<file path="src/rtl/core/atc_pkg.sv">
package atc_pkg;

   localparam int MAX_ENTRIES = 64;
   localparam int IDX_W = (MAX_ENTRIES > 1) ? $clog2(MAX_ENTRIES) : 1;
   localparam int CNT_W = $clog2(MAX_ENTRIES + 1);
   localparam int WORD_W = 32;

   typedef enum logic [1:0] {
      OP_ALLOC = 2'd0,
      OP_FREE  = 2'd1,
      OP_END   = 2'd2,
      OP_NONE  = 2'd3
   } op_type;

   typedef enum logic [1:0] {
      ST_LEN_MISMATCH = 2'd0,
      ST_NOT_ALLOC    = 2'd1,
      ST_TABLE_FULL   = 2'd2,
      ST_LEAK         = 2'd3
   } status_type;

   typedef struct packed {
      logic wr;
      logic step;
      logic flush;
      logic clr;
   } cell_ctl_type;

   typedef struct packed {
      logic              tok;
      logic              live;
      logic              hit;
      logic [WORD_W-1:0] addr;
      logic [WORD_W-1:0] len;
   } cell_stat_type;

endpackage

</file>
<file path="src/rtl/core/atc_cell.sv">
module atc_cell (
   input  logic                          clock,
   input  logic                          reset,
   input  atc_pkg::cell_ctl_type         ctl,
   input  logic [atc_pkg::WORD_W-1:0]    q_addr,
   input  logic [atc_pkg::WORD_W-1:0]    q_len,
   input  logic                          tok_in,
   output logic                          tok_out,
   output atc_pkg::cell_stat_type        stat
);
   import atc_pkg::*;

   logic [WORD_W-1:0] addr_ff, addr_in;
   logic [WORD_W-1:0] len_ff, len_in;
   logic              live_ff, live_in;
   logic              tok_ff, tok_in_nxt;

   always_comb begin
      addr_in = ctl.wr ? q_addr : addr_ff;
      len_in = ctl.wr ? q_len : len_ff;
      live_in = live_ff;
      if (ctl.wr) begin
         live_in = 1'b1;
      end else if (ctl.clr && tok_ff) begin
         live_in = 1'b0;
      end
      // token moves one cell per step; flush drops it after an early stop
      tok_in_nxt = ctl.flush ? 1'b0 : (ctl.step ? tok_in : tok_ff);
   end

   always_ff @(posedge clock) begin
      addr_ff <= addr_in;
      len_ff <= len_in;
      if (reset) begin
         live_ff <= 1'b0;
         tok_ff <= 1'b0;
      end else begin
         live_ff <= live_in;
         tok_ff <= tok_in_nxt;
      end
   end

   assign tok_out = tok_ff;
   assign stat.tok = tok_ff;
   assign stat.live = live_ff;
   assign stat.hit = tok_ff && live_ff && (addr_ff == q_addr);
   assign stat.addr = tok_ff ? addr_ff : '0;
   assign stat.len = tok_ff ? len_ff : '0;

endmodule

</file>
<file path="config.mk">
export PLATFORM = sky130hd
export DESIGN_NAME = atc_cell
export DESIGN_NICKNAME = d
export VERILOG_FILES = /design/src/rtl/core/atc_pkg.sv /design/src/rtl/core/atc_cell.sv
export SDC_FILE = /design/constraint.sdc
export NUM_CORES = 1
export LEC_CHECK = 0
export BUFFER_PORTS_ARGS = -buffer_cell sky130_fd_sc_hd__buf_2
export CORE_MARGIN = 3
export CORE_UTILIZATION = 49
export CTS_CLUSTER_SIZE = 16
export DETAILED_ROUTE_END_ITERATION = 16
export PLACE_DENSITY = 0.82
export SYNTH_ARGS = -nofsm -noshare
export SYNTH_HDL_FRONTEND = slang
export SYNTH_SLANG_ARGS = --single-unit
</file>
<file path="constraint.sdc">
create_clock -name clock -period 3.2 [get_ports clock]
set_input_delay 0.96 -clock clock [delete_from_list [all_inputs] [get_ports clock]]
set_output_delay 0.96 -clock clock [all_outputs]
set_load 0.05 [all_outputs]
</file>
# After elaboration in Yosys (flattened, before gate mapping)
# Index checks and enable logic that the tools add are counted.
[totals]
in_bits = 71
out_inout_bits = 68
ff_bits = 66
wordCells = 14
[op_classes]
n_reduce_logical = 5
n_eq_ne = 1
n_mux = 4
[op_table]
columns = ["op", "n"]
rows = [
  ["two-way mux 32 bit", 2],
  ["equality test 32 bit", 1],
  ["logical AND 1 bit", 3],
  ["two-way mux 1 bit", 2],
  ["nonzero test 2 bit", 1],
  ["OR reduction 2 bit", 1],
]

# Logic depth before layout (Yosys ltp)
[depth]
word_depth = 3
mapped_depth = 4
ltp_nobuf = 4

# Worst setup path after synthesis
# Ideal clock, no wire load.
[synth_path]
path_kind = "input to output"
startpoint = "input port q_addr[27] (netlist name)"
endpoint = "output port stat[64] (netlist name)"
arrival_ns = 2.447
path_stages = 4
t_required_ns = 2.240
path_buffers = 0
setup_slack_ns = -0.207
cell_sequence = "xor2_1 nor4_1 nand4_1 nor4_2"
[synth_rtl]
columns = ["item", "line", "text"]
rows = [
  ["start: declaration", "atc_cell.sv:5", "input logic [atc_pkg::WORD_W-1:0] q_addr,"],
  ["end: declaration", "atc_cell.sv:9", "output atc_pkg::cell_stat_type stat"],
]

==> impl_metrics.yaml <==
sta:
  period_share_pct: 100
  finalSetupTns_ns: -0.00352
  hold_viol: 0
  skew_ns: 0.00000433
  setup_ws_ns: -0.00352
  setup_violations: 1
  relSlewSlack_pct: 63.0
  worst_pin_slew_ns: 0.554
  rsz0062_at_grt: "true"
  slew_violations: 0
  max_freq_mhz: 312
  fin_crit_ns: 3.20
power_and_ir_drop:
  vdd_drop_max_mv: 0.303
  p_leak_nw: 1.77
  p_total_mw: 1.92
  p_per_area_nw_per_um2: 506
detailed_routing:
  wirelength_um: 5920
  ant_nets: 0
  drc: 0
  via_per_inst: 4.68
  vias: 1914
  routedWlPerCell_um: 14.5
  initialDrtViolationCount: 81
  dr.pass1.iters: 4
logic_synthesis:
  syn-mean-instance-area_um2: 14.8
  synth_commonest_cells: "edfxtp_1, and2_1, xor2_1"
  yosys.area.top_type: "edfxtp_1"
  yosysWarnings: 0
  synth_cells: 188
  synthDominantCellAreaShare_pct: 68.8
  synth-edff-count: 64
  synthFlopType: "edfxtp_1"
  synth_area_um2: 2790
  synth.yosys.seq_area_share_pct: 70.3
  synth_area_leaders: "edfxtp_1, and2_1, xor2_1, nor4_1, dfxtp_1"
  synth-seq-cells: 66
  synth.most_common_cell: "edfxtp_1"
  synth_nets: 259
  synth_cell_types: 17
  async_flop_share_pct: 0
setup_path:
  reg2reg_to: "live_ff"
  crit_fanout: 2
  worstSetupEndpointType: "primary output"
  crit_type: "input port to primary output"
  r2r-start: "tok_out"
  start_kind: "input port"
  r2r_slack_ns: 1.81
  reg2reg_depth: 4
  cp.required_ns: 2.24
  arrival_ns: 2.24
status:
  outcome: "complete, but fails checks"
  violations: "setup timing"
floorplanning:
  die_h_um: 81.5
  row_count: 26
  ios: 139
  core_um2: 5300
  start_util_pct: 52.6
  die_x_um: 81.5
  die-area_um2: 6640
global_routing:
  grt_pass1_wl_um: 8490
  grt_use_total_pct: 17.4
  antenna_found_initial: 0
  grt_overflow_total: 0
  grt_max_degree: 34
  grt_pass1_vias: 1805
min_path:
  hold_depth: 2
  min_path_type: "flop to flop"
  min_to: "live_ff"
  holdCritStartpoint: "live_ff"
placed_design:
  pre_cts_ws_ns: -0.156
  place_congestion: 0.721
  place_area_um2: 3590
  numPortBuffers: 138
clocking:
  cts_made_buffers: 9
  tritoncts: "yes"
  holdBufCountCts: 0
  h-tree-depth: 3
  cts_root_buf: "clkbuf_8"
  cts_max_path_buffers: 2
  clk_latency_ns: 0.31
  path_clk_slew_ns: 0.07
  clock_sink_count: 66
layout:
  nets: 405
  n_antenna_cell: 0
  drive_above_1_share_pct: 47.5
  layout.area.seq_um2: 1960
  multi_input_area_um2: 810
  area_growth_pct: 36.3
  fillCellCount: 403
  fin_area_um2: 3800
flow_run:
  drv_cap: 0
-- worst max path at each step --
stage                from  cells past startpoint  slack (ns)        to
6_report       q_addr[28]                      7      -0.004  stat[64]
3_5_place_dp   q_addr[28]                      7       -0.16  stat[64]
2_1_floorplan  q_addr[17]                      4        0.06  stat[64]
4_1_cts        q_addr[13]                      6        0.01  stat[64]
5_1_grt        q_addr[28]                      7       -0.09  stat[64]
3_3_place_gp   q_addr[28]                      7       -0.09  stat[64]
-- cell families after synthesis --
logic type / Yosys count / share of synthesized area, %
simple gates: 79 / 17.7
xor+xnor: 32 / 10.0
buf+inv: 9 / 1.48
mux: 1 / 0.359
flops: 66 / 70.3
compound gates: 1 / 0.179
-- sequential cells by signal, summed over array words and instances (netlist names) --
name and flops:
live_ff 1, tok_out 1, addr_ff 32, len_ff 32
-- critical path, cell delays in order --
cell and delay [ns]:
buf_6 0.09, xor2_1 0.13, nor4_1 0.29, buf_4 0.16, nand4_1 0.12, nor4_4 0.28
buf_6 0.20
-- cell type report --
type | count | area share [%]
clock buffers | 13 | 3.65
clock inverters | 3 | 1.05
multi-input cells | 113 | 21.3
flip-flops and latches | 66 | 51.6
well taps | 70 | 2.30
repair buffers | 144 | 20.2
-- cell usage in the layout, fill, tap and decap left out --
cell         n
a21oi_1      1
and2_1      62
and2_2       2
buf_12       1
buf_2      135
buf_4        5
buf_6        3
bufinv_16    1
clkbuf_1     4
clkbuf_8     9
clkinv_2     2
dfxtp_1      2
edfxtp_1    64
mux2i_1      1
nand2_1      2
nand3_1      1
nand4_1      2
nor2_1       1
nor3_1       1
nor4_1       5
nor4_2       2
nor4_4       1
xnor2_1      4
xor2_1      28
-- repair_timing --
| action | in CTS | in global routing |
|---|---|---|
| resized for setup | 3 | 3 |
| buffers inserted | 0 | 1 |
| endpoints found under the setup margin | 1 | 1 |
| pin swaps | 2 | 3 |
-- power breakdown --
part	switching, mW	total [mW]	internal, mW
Combinational	0.141	0.226	0.0845
Clock	0.285	0.644	0.359
Sequential	0.0301	1.05	1.02
Total	0.457	1.92	1.47
-- per-stage QoR --
step / cells / utilization (%) / hold slack (ns)
after floorplan: 188 / - / 0.475
final: 409 / 71.8 / 0.556
after detailed placement: 392 / 67.6 / 0.547
after global placement: 392 / 67.6 / 0.542
after CTS: 408 / 71.3 / 0.556
after global routing: 409 / 71.8 / 0.574
-- per-layer routing --
metal / part of all wire (%) / GRT usage [%]
met1: 41 / 21.3
met2: 47 / 28.2
met3: 11 / 6.03
met4: 1.1 / 6.93
met5: 0 / 0
(Power assumes the default switching activity.)
